[config.mk]
export PLATFORM = sky130hd
export DESIGN_NAME = dos_short_path_validator
export DESIGN_NICKNAME = d
export VERILOG_FILES = /design/src/hdl/dspv_pkg.sv /design/src/hdl/dos_short_path_validator.sv
export VERILOG_INCLUDE_DIRS = /design/src /design/src/hdl
export SDC_FILE = /design/constraint.sdc
export NUM_CORES = 1
export LEC_CHECK = 0
export ABC_AREA = 1
export BUFFER_PORTS_ARGS = -buffer_cell sky130_fd_sc_hd__buf_4
export CAP_MARGIN = 20
export CORE_MARGIN = 1.5
export CORE_UTILIZATION = 42
export CTS_CLUSTER_DIAMETER = 30
export CTS_CLUSTER_SIZE = 16
export DETAILED_ROUTE_END_ITERATION = 6
export GPL_TIMING_DRIVEN = 0
export PLACE_DENSITY = 0.71
export SETUP_SLACK_MARGIN = 0.2
export SYNTH_ARGS = -nofsm -noshare
export SYNTH_HDL_FRONTEND = slang
export SYNTH_SLANG_ARGS = --single-unit
export TNS_END_PERCENT = 50
[constraint.sdc]
create_clock -name clk -period 2.7 [get_ports clk]
set_input_delay 0.135 -clock clk [delete_from_list [all_inputs] [get_ports clk]]
set_output_delay 0.135 -clock clk [all_outputs]
set_load 0.05 [all_outputs]
[src/hdl/dos_short_path_validator_defines.svh]
// ----------------------------------------------------------------------------
// dos_short_path_validator_defines.svh
// Assertion macros shared by the path validator RTL.
// ----------------------------------------------------------------------------
`ifndef DOS_SHORT_PATH_VALIDATOR_DEFINES_SVH
`define DOS_SHORT_PATH_VALIDATOR_DEFINES_SVH

`ifndef ASSERT_OFF
// Clocked assertion, ignored while reset is high.
`define DSPV_ASSERT(label, clk, rst, prop) \
  label: assert property (@(posedge clk) disable iff (rst) prop) \
    else $error("dspv: %m check failed");
// Clocked assertion, also checked during reset.
`define DSPV_ASSERT_ALWAYS(label, clk, prop) \
  label: assert property (@(posedge clk) prop) \
    else $error("dspv: %m check failed");
`else
`define DSPV_ASSERT(label, clk, rst, prop)
`define DSPV_ASSERT_ALWAYS(label, clk, prop)
`endif

`endif

[src/hdl/dspv_pkg.sv]
// ----------------------------------------------------------------------------
// dspv_pkg
// Character constants and the name character class for the path validator.
// ----------------------------------------------------------------------------
package dspv_pkg;

  localparam int unsigned CHAR_W = 16;

  typedef logic [CHAR_W-1:0] char_t;
  typedef logic [3:0]        base_cnt_t;
  typedef logic [2:0]        ext_cnt_t;

  localparam char_t     CHAR_NUL    = 16'h0000;
  localparam char_t     CHAR_DOT    = 16'h002E;
  localparam char_t     CHAR_BSLASH = 16'h005C;
  localparam base_cnt_t BASE_MAX    = 4'd8;
  localparam ext_cnt_t  EXT_MAX     = 3'd3;

  // Letters, digits and the allowed punctuation; ASCII only.
  function automatic logic name_char(input char_t c);
    logic ok;
    case (c) inside
      [16'h0041:16'h005A],
      [16'h0061:16'h007A],
      [16'h0030:16'h0039],
      16'h0024, 16'h0025, 16'h0027, 16'h002D, 16'h005F,
      16'h0040, 16'h007E, 16'h0021, 16'h0023, 16'h0028,
      16'h0029, 16'h007B, 16'h007D, 16'h005E: ok = 1'b1;
      default: ok = 1'b0;
    endcase
    return ok;
  endfunction

endpackage

[src/hdl/dos_short_path_validator.sv]
// Pipeline: a terminator passes the input register and then the result register,
//   whose verdict is shown on path_valid/result_valid.
// Throughput: one character per cycle; the only stall is a terminator that
//   finds the result register still full.
// Reset: synchronous, active-high rst empties both stages and clears all
//   component, failure and length state.
// ----------------------------------------------------------------------------
// dos_short_path_validator
// Checks a relative DOS path, one UTF-16 character per transfer, against
// 8.3 component rules and returns one verdict per zero terminator.
// ----------------------------------------------------------------------------
`include "dos_short_path_validator_defines.svh"

module dos_short_path_validator #(
  parameter int unsigned MAX_RELATIVE = 128  // path length limit, 2..255
) (
  input  logic        clk,
  input  logic        rst,
  // character channel
  input  logic [15:0] char_code,
  input  logic        char_valid,
  output logic        char_ready,
  // verdict channel
  output logic        path_valid,
  output logic        result_valid,
  input  logic        result_ready
);

  localparam logic [7:0] MAX_LEN = 8'(MAX_RELATIVE);

  // Input register: one character waiting to be scored.
  logic               s1_valid;
  dspv_pkg::char_t    s1_char;

  // Path state.
  dspv_pkg::base_cnt_t base_count, base_count_next;
  dspv_pkg::ext_cnt_t  ext_count,  ext_count_next;
  logic                dot_seen,   dot_seen_next;
  logic                failed,     failed_next;
  logic [7:0]          char_count, char_count_next;

  logic s1_term;
  logic s1_fire;
  logic complete;
  logic verdict;

  // A terminator may only leave the input register when the result
  // register is empty or being emptied in this cycle; other characters
  // never wait.
  assign s1_term    = (s1_char == dspv_pkg::CHAR_NUL);
  assign s1_fire    = s1_valid && (!s1_term || !result_valid || result_ready);
  assign char_ready = !s1_valid || s1_fire;

  // Current component is a closed 8.3 name.
  assign complete = (base_count != '0) && (!dot_seen || (ext_count != '0));

  assign verdict = !failed && (char_count < MAX_LEN) &&
                   ((char_count == '0) || complete);

  always_comb begin
    base_count_next = base_count;
    ext_count_next  = ext_count;
    dot_seen_next   = dot_seen;
    failed_next     = failed;
    char_count_next = char_count;

    if (s1_fire) begin
      if (s1_term) begin
        // Verdict taken; start a fresh path.
        base_count_next = '0;
        ext_count_next  = '0;
        dot_seen_next   = 1'b0;
        failed_next     = 1'b0;
        char_count_next = '0;
      end else begin
        if (char_count < MAX_LEN) begin
          char_count_next = char_count + 8'd1;
        end
        // After a failure only the length keeps counting.
        if (!failed) begin
          if (s1_char == dspv_pkg::CHAR_BSLASH) begin
            if (!complete) begin
              failed_next = 1'b1;
            end
            base_count_next = '0;
            ext_count_next  = '0;
            dot_seen_next   = 1'b0;
          end else if (s1_char == dspv_pkg::CHAR_DOT) begin
            if (dot_seen || (base_count == '0)) begin
              failed_next = 1'b1;
            end else begin
              dot_seen_next = 1'b1;
            end
          end else if (!dspv_pkg::name_char(s1_char)) begin
            failed_next = 1'b1;
          end else if (dot_seen) begin
            if (ext_count >= dspv_pkg::EXT_MAX) begin
              failed_next = 1'b1;
            end else begin
              ext_count_next = ext_count + 3'd1;
            end
          end else begin
            if (base_count >= dspv_pkg::BASE_MAX) begin
              failed_next = 1'b1;
            end else begin
              base_count_next = base_count + 4'd1;
            end
          end
        end
      end
    end
  end

  // Input register.
  always_ff @(posedge clk) begin
    if (rst) begin
      s1_valid <= 1'b0;
    end else if (char_ready) begin
      s1_valid <= char_valid;
    end
  end

  always_ff @(posedge clk) begin
    if (char_ready && char_valid) begin
      s1_char <= char_code;
    end
  end

  // Path state.
  always_ff @(posedge clk) begin
    if (rst) begin
      base_count <= '0;
      ext_count  <= '0;
      dot_seen   <= 1'b0;
      failed     <= 1'b0;
      char_count <= '0;
    end else begin
      base_count <= base_count_next;
      ext_count  <= ext_count_next;
      dot_seen   <= dot_seen_next;
      failed     <= failed_next;
      char_count <= char_count_next;
    end
  end

  // Result register.
  always_ff @(posedge clk) begin
    if (rst) begin
      result_valid <= 1'b0;
    end else if (s1_fire && s1_term) begin
      result_valid <= 1'b1;
    end else if (result_ready) begin
      result_valid <= 1'b0;
    end
  end

  always_ff @(posedge clk) begin
    if (s1_fire && s1_term) begin
      path_valid <= verdict;
    end
  end

  // --------------------------------------------------------------------------
  // Assertions
  // --------------------------------------------------------------------------
  // A failure holds until a terminator is scored.
  `DSPV_ASSERT(a_failed_sticks, clk, rst,
               failed && !(s1_fire && s1_term) |=> failed)
  // Component counters never pass the 8.3 limits; length never passes the cap.
  `DSPV_ASSERT(a_counts_bounded, clk, rst,
               (base_count <= dspv_pkg::BASE_MAX) && (ext_count <= dspv_pkg::EXT_MAX) &&
               (char_count <= MAX_LEN))
  // Scoring a terminator raises a result and leaves a clean path state.
  `DSPV_ASSERT(a_term_clears, clk, rst,
               s1_fire && s1_term |=> result_valid && (char_count == '0) && !failed &&
               !dot_seen)

endmodule
* After elaboration in Yosys (flattened, before gate mapping)
Index checks and enable logic that the tools add are counted.
W data, S select, Z words.
** Operators by class
- $add $sub $neg :: 3
- Multiply operators :: 0
- Div/mod/pow operators :: 0
- $lt $le $gt $ge :: 9
- Eq/ne operators :: 22
- Shift operators :: 0
- Muxes and demuxes :: 39
- Bitwise operators :: 0
- Reduce and logical (&&, ||, !) cells :: 35
** Operators with widths (number)
- $eq A16 B6 Y1 const B :: 9
- $eq A16 B7 Y1 const B :: 7
- $ge A16 B7 Y1 const B :: 2
- $le A16 B7 Y1 const B :: 2
- $mux W4 :: 7
- $mux W1 :: 23
- $mux W3 :: 7
- $reduce_or A17 Y1 :: 1
- $ge A16 B6 Y1 const B :: 1
- $le A16 B6 Y1 const B :: 1
- $logic_not A16 Y1 :: 1
- $mux W8 :: 2
- $ne A3 B3 Y1 const B :: 4
- $reduce_and A6 Y1 :: 2
- $reduce_bool A3 Y1 :: 4
- $logic_and A1 B1 Y1 :: 9
- $add A8 B1 Y8 const B :: 1
- $logic_not A8 Y1 :: 1
- $lt A8 B8 Y1 const B :: 1
- $logic_or A1 B1 Y1 :: 6
- $logic_not A1 Y1 :: 5
- $add A4 B1 Y4 const B :: 1
- $ge A4 B4 Y1 const B :: 1
- $logic_not A4 Y1 :: 1
- 8 further kinds :: 9
** Word-level totals
- Register bits after elaboration :: 36
- Latch bits :: 0
- RAM bits :: 0
- Memory bits (read-only) :: 0
- Bits of input ports :: 20
- Output and inout port bits :: 3
- Word-level logic and storage cells :: 117
- Memories :: 0

* Longest topological paths before layout
Gate-level depths: netlist of run 1.
- Depth in word-level cells :: 14
- Depth in mapped cells :: 14

* Worst setup path before layout of run 1
Ideal clock, no wire load.
- Kind :: flip-flop to flip-flop
- From :: register s1_char[5]
- To :: register s1_char[0], enable pin
- Library setup time :: 399 ps
- Arrival time :: 1724 ps
- Data required time :: 2301 ps
- Setup slack :: 578 ps
- Cell stages (with the launch flop) :: 7
- Path through :: edfxtp_1 > inv_1 > nand2_1 > nor3_4 > nand2_1 > inv_2 > a31oi_1
** Between the ends
- Longest elaborated chain between the ends :: 7
** Ends and longest elaborated chain
- start: declaration :: RTL line dos_short_path_validator.sv:33 : dspv_pkg::char_t s1_char;
- start signal: assignment :: RTL line dos_short_path_validator.sv:125 : s1_char <= char_code;
- $logic_not A16 Y1 :: RTL line dos_short_path_validator.sv:50 : assign s1_term = (s1_char == dspv_pkg::CHAR_NUL);
- $logic_not A1 Y1 :: RTL line dos_short_path_validator.sv:51 : assign s1_fire = s1_valid && (!s1_term || !result_valid || result_ready);
- $logic_or A1 B1 Y1 (2 in a row) :: RTL line dos_short_path_validator.sv:51
- $logic_and A1 B1 Y1 :: RTL line dos_short_path_validator.sv:51
- $logic_or A1 B1 Y1 :: RTL line dos_short_path_validator.sv:52 : assign char_ready = !s1_valid || s1_fire;
- $logic_and A1 B1 Y1 :: RTL line dos_short_path_validator.sv:124 : if (char_ready && char_valid) begin
Every way passes these cells.
A chain may end at the register's enable or synchronous reset.

* Final worst setup path of run 1
- From :: register s1_char[2]
- To :: register s1_char[10], enable pin
The elaborated chain is that of the path after synthesis.

==> run_results.csv, run 1 <==
group,metric,value,unit
status,outcome,"complete, no violations",
worst_setup_path,cp_num_buf_inv,1,
worst_setup_path,crit_path_max_fanout,16,
detailed_routing,vias_per_cell,4.85,
floorplan,core_area,4720,sq um
sta,tightest_slew,0.946,ns
final_layout,layout_commonest_cell,"nand2_1",
sta,hold_viol_final,0,
worst_setup_path,worstPathRequired,2.61,ns
sta,max_slew_margin,36.7,%
logic_synthesis,ys_seq_elements,36,
sta,rsz0062_at_grt,"false",
placement,numPortBuffers,22,
detailed_routing,drc,0,
cts,insertion_delay,0.29,ns
worst_setup_path,slowest_stage,"a31oi_2",
final_layout,antennaDiodeCount,0,
cts,clk_pin_slew,0.07,ns
final_layout,areaGrowthSynthToFinish,17.2,%
sta,setup_viol,0,
logic_synthesis,yosysSeqAreaShare,43.0,%
pwr,leakage,0.00107,uW
cts,post_cts_buffers,0,
detailed_routing,via_count,1808,
logic_synthesis,yosys_warnings,0,
worst_setup_path,endpoint_kind,"flop",
placement,dp.cells,365,
detailed_routing,wl,4.18,mm
logic_synthesis,syn_avg_cell_area,7.50,sq um
sta,finalCritPeriodShare,79.6,%
grt,gr-total-overflow,0,
grt,track_usage,17.1,%
cts,cts_made_buffers,5,
floorplan,rows,25,
cts,h-tree-depth,2,
final_layout,register_area,891,sq um
final_layout,final_layout_size_suffix_gt1_share,15.7,%
floorplan,die_y,73.2,um
floorplan,die-area,5360,sq um
final_layout,nNetsFinal,332,
worst_setup_path,path_cells,"nor2_1 -> nand2_2 -> nor3_4 -> nand2_1 -> inv_2 -> a31oi_2",
grt,grt_pass1_vias,1664,
final_layout,final_cell_mix,"60 x nand2_1, 45 x inv_1, 31 x nand3_1, 29 x nor2_1, 22 x buf_4",
min_path,hold_class,"input port to flop",
worst_setup_path,cp.arrival,2.06,ns
detailed_routing,ant_nets,0,
final_layout,multi_input_area,1000,sq um
floorplan,ioPinCount,23,
placement,place_congestion,0.853,
floorplan,die_x,73.2,um
worst_setup_path,critPathTopFamily,"compound AO/OA/AOI/OAI gates",
sta,fin_skew,0.00627,ns
cts,hold_buffers,0,
flow_run,cap_viol_max_count,0,
cts,clock-root-buffer,"clkbuf_8",
cts,cts_tree,"yes",
placement,dp_hpwl,3.13,mm
logic_synthesis,ys_types,29,
final_layout,final_cells,373,
logic_synthesis,syn_inst,276,
pwr,powerDensity,479,nW/um^2
sta,fin_crit,2.15,ns
logic_synthesis,synth_fp_nets,303,
logic_synthesis,syn_area,2070,sq um
pwr,ir_drop,0.000289,V
sta,max_clock_freq,465,MHz
grt,grt_pass1_wl,7.04,mm
final_layout,utilization,51.4,%
floorplan,initial_core_util,43.8,%
grt,grt_max_degree,17,
grt,antenna_found_initial,0,
worst_setup_path,max_stage_delay,0.70,ns
cts,numClockSinks,36,
worst_setup_path,startpoint_type,"flop",
cts,cts_buffer_depth,2,
final_layout,fill_cells,474,
detailed_routing,drt_iter0_drc,96,
cts,cts_resized,0,
detailed_routing,wl_per_cell,11.2,um
detailed_routing,drtPass1Iterations,4,
pwr,fin_total_pwr,1160,uW
sta,report.final.slew_viol_count,0,
worst_setup_path,worstSetupPathType,"flop to flop",
sta,tns,0,ns
==> through the flow <==
| stage | cell area (sq um) | hold slack, ns | setup WS, ns |
|---|---|---|---|
| floorplan | 2070 | 0.234 | 0.578 |
| global placement | 2320 | 0.313 | 0.147 |
| detailed placement | 2330 | 0.314 | 0.544 |
| CTS | 2430 | 0.00573 | 0.534 |
| global route | 2430 | 0.00668 | 0.396 |
| finish | 2430 | 0.0157 | 0.550 |
==> state kept, by name, summed over array words and instances (netlist names) <==
name          cells
failed            1
dot_seen          1
s1_valid          1
path_valid        1
char_count        8
ext_count         3
result_valid      1
base_count        4
s1_char          16
==> worst paths after layout <==
path	from	to	slack [ns]	depth (start not counted)
max	s1_char[2]	s1_char[10]	0.55	6
min	char_code[2]	s1_char[2]	0.02	1
max reg2reg	s1_char[2]	s1_char[10]	0.55	6
min reg2reg	failed	failed	0.48	2
==> kinds of logic after synthesis <==
| group | count (synthesis) | share of synthesized area, % |
|---|---|---|
| xor+xnor | 3 | 1.27 |
| buf+inv | 49 | 8.88 |
| compound gates | 34 | 9.49 |
| simple gates | 147 | 33.1 |
| fa+ha+maj | 7 | 4.23 |
| flops | 36 | 43.0 |
==> layer usage <==
| metal | up-vias | global-route usage (%) | part of all wire (%) |
|---|---|---|---|
| met3 | 5 | 4.14 | 3.8 |
| met2 | 33 | 27.0 | 46 |
| met4 | 0 | 7.13 | 1.8 |
| met5 | - | 0 | 0 |
| li1 | 961 | - | - |
| met1 | 809 | 22.4 | 48 |
==> final cells by class <==
type / count / area share, %
multi-input cells: 191 / 41.3
flip-flops and latches: 36 / 36.7
inverters: 48 / 7.43
repair buffers: 22 / 6.81
clock buffers: 8 / 4.13
well taps: 67 / 3.46
plain buffers: 1 / 0.155
==> power by group <==
group	internal [uW]	leakage, uW	switching, uW
Combinational	47.1	0.000704	70.7
Sequential	597	0.000319	22.3
Clock	233	0.0000515	193
Total	877	0.00107	286
==> synthesized netlist by cell type, drive strengths merged <==
library cell   n  share of area (%)
a21boi         1               0.54
nor2          36                8.1
o22ai          1               0.30
nand4          5                1.8
nor4           3               0.91
ha             7                4.2
a21oi         20                4.8
inv           48                8.7
a31oi          2               0.60
nor3           6                2.0
xor2           2               0.85
nand3b         2               0.72
clkbuf         1               0.18
edfxtp        17                 25
o21bai         1               0.36
o21ai          8                2.5
a211oi         1               0.36
xnor2          1               0.42
dfxtp         19                 18
nand2         64                 12
nand3         31                7.5
(Power assumes the default switching activity.)
==> run 2, diff against run 1 <==
Clock period 2.7 ns to 2 ns, I/O delays scaled along.
==> run 2 against run 1 <==
Against the previous run: clock skew grew 0.0032 ns; total power is 43% higher; count of clock-buffer cells in the layout unchanged; register-to-register slack got worse by 0.34 ns; first-iteration DRC count up 8.3%; combinational power grew 110%; final cell count up 9.7%; global-route usage increased by 2.3 points; critical path depth grew 2; critical path type is now flop to primary output; critical endpoint is now char_ready.
==> run_results.csv, run 2 (synthesized netlist as in run 1, its figures left out) <==
group,metric,value,unit
floorplan,die-area,5360,sq um
detailed_routing,wl,4.79,mm
final_layout,areaGrowthSynthToFinish,36.9,%
flow_run,cap_viol_max_count,0,
final_layout,stdcell_area,2830,sq um
sta,fin_crit,1.85,ns
detailed_routing,drc,0,
final_layout,layout_commonest_cell,"nand2_1",
final_layout,nNetsFinal,368,
final_layout,utilization,60.0,%
worst_setup_path,max_stage_delay,0.49,ns
cts,numClockSinks,36,
placement,dp_hpwl,3.16,mm
sta,fin_skew,0.00944,ns
worst_setup_path,endpoint_kind,"primary output",
worst_setup_path,r2r_slack,0.21,ns
worst_setup_path,startpoint_type,"flop",
grt,gr-total-overflow,0,
pwr,powerDensity,587,nW/um^2
final_layout,top_regs,"s1_char x16, char_count x8, base_count x4",
worst_setup_path,worstPathRequired,1.90,ns
placement,place_ws,-0.118,ns
sta,report.final.slew_viol_count,0,
detailed_routing,drtPass1Iterations,4,
placement,numPortBuffers,22,
worst_setup_path,crit_path_max_fanout,4,
floorplan,die_x,73.2,um
final_layout,final_layout_size_suffix_gt1_share,25.1,%
cts,insertion_delay,0.30,ns
worst_setup_path,worstSetupPathType,"flop to primary output",
sta,tightest_slew,0.560,ns
placement,place_congestion,0.833,
cts,h-tree-depth,2,
sta,setup_viol,0,
grt,track_usage,19.4,%
detailed_routing,wl_per_cell,11.7,um
worst_setup_path,slowest_stage,"edfxtp_1",
detailed_routing,vias_per_cell,4.92,
floorplan,ioPinCount,23,
sta,max_clock_freq,540,MHz
cts,clk_pin_slew,0.07,ns
floorplan,rows,25,
sta,hold_viol_final,0,
floorplan,initial_core_util,43.8,%
sta,max_slew_margin,62.5,%
grt,grt_pass1_vias,1866,
floorplan,core_area,4720,sq um
grt,grt_max_degree,17,
final_layout,antennaDiodeCount,0,
detailed_routing,ant_nets,0,
sta,worst_slack,0.147,ns
worst_setup_path,cp.arrival,1.75,ns
final_layout,top_register,"s1_char",
pwr,seq_power_share,50.0,%
pwr,p_sw,424,uW
cts,cts_tree,"yes",
placement,place_area,2330,sq um
final_layout,largest_register_ffs,16,
pwr,fin_total_pwr,1660,uW
pwr,switching_share,25.5,%
grt,grt_pass1_wl,7.97,mm
sta,rsz0062_at_grt,"true",
final_layout,fill_cells,413,
final_layout,final_cell_mix,"53 x nand2_1, 41 x inv_1, 39 x buf_4, 30 x nand3_1, 24 x nor2_1",
grt,antenna_found_initial,0,
pwr,power_frac_comb,14.8,%
status,outcome,"complete, no violations",
detailed_routing,via_count,2014,
pwr,leakage,0.00127,uW
sta,finalCritPeriodShare,92.6,%
floorplan,die_y,73.2,um
detailed_routing,drt_iter0_drc,104,
worst_setup_path,path_cells,"nor2_4 -> inv_2 -> nor3_4 -> buf_6 -> nand2_4 -> inv_4 -> nand3_4 -> buf_8",
pwr,ir_drop,0.000432,V
min_path,hold_class,"input port to flop",
cts,cts_made_buffers,5,
pwr,cellInternalPower,1240,uW
cts,cts_buffer_depth,2,
pwr,p_clk_share,35.3,%
cts,clock-root-buffer,"clkbuf_8",
==> run 2: cell types whose count changed in the layout (fill, tap and decap cells not counted), sizes merged <==
cell,previous run,this run
buf,22,42
dlygate4sd3,0,16
==> run 2: path summary, 6_finish.rpt <==
kind | from | endpoint | cells after the start
max | s1_char[7] | char_ready | 8
min | char_valid | s1_valid | 3
min reg2reg | failed | failed | 2
max reg2reg | s1_char[7] | char_count[2] | 10
==> run 2: area by class of cell <==
type                            count  area [sq um]  share of cell area, %
Multi-Input combinational cell    191          1080                   38.2
Sequential cell                    36           891                   31.4
Timing Repair Buffer               58           490                   17.3
Inverter                           48           183                   6.45
Clock buffer                        8           100                   3.53
Tap cell                           67          83.8                   2.96
Buffer                              1          3.75                  0.132
==> run 2: worst max-delay path, delay by kind of cell (launching register included) <==
kind,cells,cell delay [ns]
simple gates,4,0.51
buf+inv,4,0.45
flops,1,0.49
==> run 2: layer usage <==
layer	wire, um	GRT usage [%]
met5	0	0
met4	116	9.01
met3	164	4.42
met2	2390	32.3
met1	2120	23.7
==> run 2: what timing repair did <==
action	in CTS	in global routing
setup endpoints to repair	32	21
pin swaps	2	10
cloned	0	0
buffers inserted	13	7
hold buffers	16	0
gates resized for setup	10	21
endpoints found under the hold margin	16	0
==> run 2: power by group through the flow <==
stage | logic, uW | registers [uW] | clock network (uW)
2_1_floorplan | 108 | 845 | 0
3_3_place_gp | 155 | 852 | 0
3_5_place_dp | 157 | 853 | 0
4_1_cts | 221 | 828 | 598
5_1_grt | 271 | 833 | 620
6_report | 245 | 831 | 586
==> run 2: metrics by stage <==
step	std cells	setup TNS, ns	hold WS (ns)
after floorplan	276	0	0.199
after global placement	365	-1.50	0.279
after CTS	402	0	0.108
after detailed placement	365	-1.88	0.279
final	409	0	0.113
after global routing	409	0	0.147
==> run 3, diff against run 2 <==
Settings changed: SETUP_SLACK_MARGIN 0.2 to 0.1.
==> run 3 against run 2 <==
Against the previous run: via count decreased by 1.9%; flip-flop and latch count unchanged; clock skew decreased by 0.0015 ns; cell area decreased by 0.97%; count of clock-buffer cells in the layout unchanged; core utilization decreased by 0.58 points; worst hold slack improved by 0.0026 ns; sequential share of layout area increased by 0.31 points; first-iteration DRC count increased by 27%; total power decreased by 0.86%; global-route usage decreased by 0.46 points; maximum frequency decreased by 1.1%; critical path type unchanged; critical endpoint unchanged; largest cell class unchanged; highest routed layer unchanged.
==> run_results.csv, run 3 (synthesized netlist as in run 1, its figures left out) <==
group,metric,value,unit
status,outcome,"complete, no violations",
cts,insertion_delay,0.29,ns
cts,clk_pin_slew,0.07,ns
pwr,ir_drop,0.000439,V
sta,max_clock_freq,534,MHz
floorplan,die_x,73.2,um
grt,track_usage,18.9,%
worst_setup_path,crit_path_max_fanout,4,
detailed_routing,drc,0,
placement,dp_hpwl,3.16,mm
worst_setup_path,cp.arrival,1.77,ns
pwr,leakage,0.00123,uW
floorplan,core_area,4720,sq um
cts,clock-root-buffer,"clkbuf_8",
final_layout,fill_cells,415,
sta,max_slew_margin,63.4,%
placement,numPortBuffers,22,
sta,hold_viol_final,0,
final_layout,final_layout_size_suffix_gt1_share,25.0,%
grt,gr-total-overflow,0,
placement,place_congestion,0.833,
final_layout,top_register,"s1_char",
floorplan,ioPinCount,23,
grt,grt_max_degree,17,
sta,whs,0.115,ns
worst_setup_path,cp_num_buf_inv,2,
worst_setup_path,reg2reg_from,"s1_char[0]",
sta,fin_skew,0.00798,ns
cts,cts_made_buffers,5,
detailed_routing,drtPass1Iterations,4,
final_layout,areaGrowthSynthToFinish,35.5,%
final_layout,final_cell_mix,"55 x nand2_1, 42 x inv_1, 35 x buf_4, 26 x nand3_1, 24 x nor2_1",
cts,cts_buffer_depth,2,
sta,report.final.slew_viol_count,0,
final_layout,largest_register_ffs,16,
pwr,powerDensity,587,nW/um^2
min_path,hold_class,"input port to flop",
floorplan,die-area,5360,sq um
worst_setup_path,startpoint_type,"flop",
worst_setup_path,cp-startpoint,"s1_char[0]",
worst_setup_path,worstPathRequired,1.90,ns
worst_setup_path,worstSetupPathType,"flop to primary output",
worst_setup_path,endpoint_kind,"primary output",
cts,numClockSinks,36,
grt,grt_pass1_wl,7.78,mm
worst_setup_path,max_stage_delay,0.44,ns
detailed_routing,vias_per_cell,4.90,
final_layout,utilization,59.4,%
min_path,worstHoldStart,"char_valid",
floorplan,die_y,73.2,um
grt,grt_pass1_vias,1799,
detailed_routing,via_count,1976,
worst_setup_path,slowest_stage,"edfxtp_1",
worst_setup_path,critPathTopFamily,"simple AND/OR/NAND/NOR gates",
flow_run,cap_viol_max_count,0,
grt,antenna_found_initial,0,
sta,setup_viol,0,
sta,tns,0,ns
cts,h-tree-depth,2,
detailed_routing,ant_nets,0,
floorplan,initial_core_util,43.8,%
final_layout,nNetsFinal,362,
sta,rsz0062_at_grt,"true",
detailed_routing,wl,4.77,mm
sta,tightest_slew,0.550,ns
final_layout,top_regs,"s1_char x16, char_count x8, base_count x4",
cts,cts_tree,"yes",
floorplan,rows,25,
final_layout,layout_commonest_cell,"nand2_1",
worst_setup_path,r2r_slack,0.16,ns
detailed_routing,drt_iter0_drc,132,
final_layout,antennaDiodeCount,0,
sta,finalCritPeriodShare,93.6,%
sta,fin_crit,1.87,ns
detailed_routing,wl_per_cell,11.8,um
worst_setup_path,path_cells,"nor2_2 -> nand2_2 -> nor3_4 -> nand2_4 -> inv_4 -> nand3_2 -> buf_6",
-- run 3: cell types whose count changed in the layout (fill, tap and decap cells not counted), moves of 2 or more --
cell     change
inv_4        +2
nand2_1      +2
a21oi_2      +3
nand3_1      -4
nand3_2      +5
inv_2        -3
a21oi_1      -3
buf_4        -4
nand2_2      -2
-- run 3: worst paths after layout --
kind / end / cells after the start
worst max-delay path: char_ready / 7
worst min-delay path: s1_valid / 3
worst max register to register: char_count[5] / 10
worst min register to register: char_count[1] / 2
-- run 3: metrics by stage --
step                cell area [sq um]  total power [uW]  std cells  worst slack (ns)
finish                           2810              1650        403             0.127
detailed placement               2330              1010        365            -0.118
floorplan                        2080               952        276             0.157
CTS                              2660              1640        396             0.114
global placement                 2330              1010        365           -0.0946
global route                     2810              1710        403            0.0347
-- run 3: timing repair --
action | CTS | global route
gates resized for setup | 5 | 28
pin swaps | 0 | 12
hold buffers | 16 | 0
endpoints found under the hold margin | 16 | 0
setup endpoints to repair | 18 | 19
setup buffers | 7 | 7
-- run 3: power by group --
group	switching (uW)	internal, uW	total, uW
Sequential	24.3	806	830
Combinational	126	110	236
Clock	267	315	582
-- run 3: layout make-up --
cell class | instances | area [sq um] | share of cell area (%)
Multi-Input combinational cell | 191 | 1110 | 39.4
Clock buffer | 8 | 100 | 3.57
Inverter | 48 | 188 | 6.69
Tap cell | 67 | 83.8 | 2.99
Buffer | 1 | 3.75 | 0.134
Timing Repair Buffer | 52 | 434 | 15.5
Sequential cell | 36 | 891 | 31.7
-- run 3: tightest hold or removal path, stage by stage --
cell	delay, ns
buf_4	0.07
inv_1	0.06
a21oi_1	0.14
-- run 3: routing by layer --
layer  GRT usage (%)  vias to the layer above  wire, um
li1                -                     1022         -
met1            23.9                      912      2110
met2            31.1                       37      2440
met3            4.28                        5       151
met4            7.97                        0        80
met5               0                        -         0
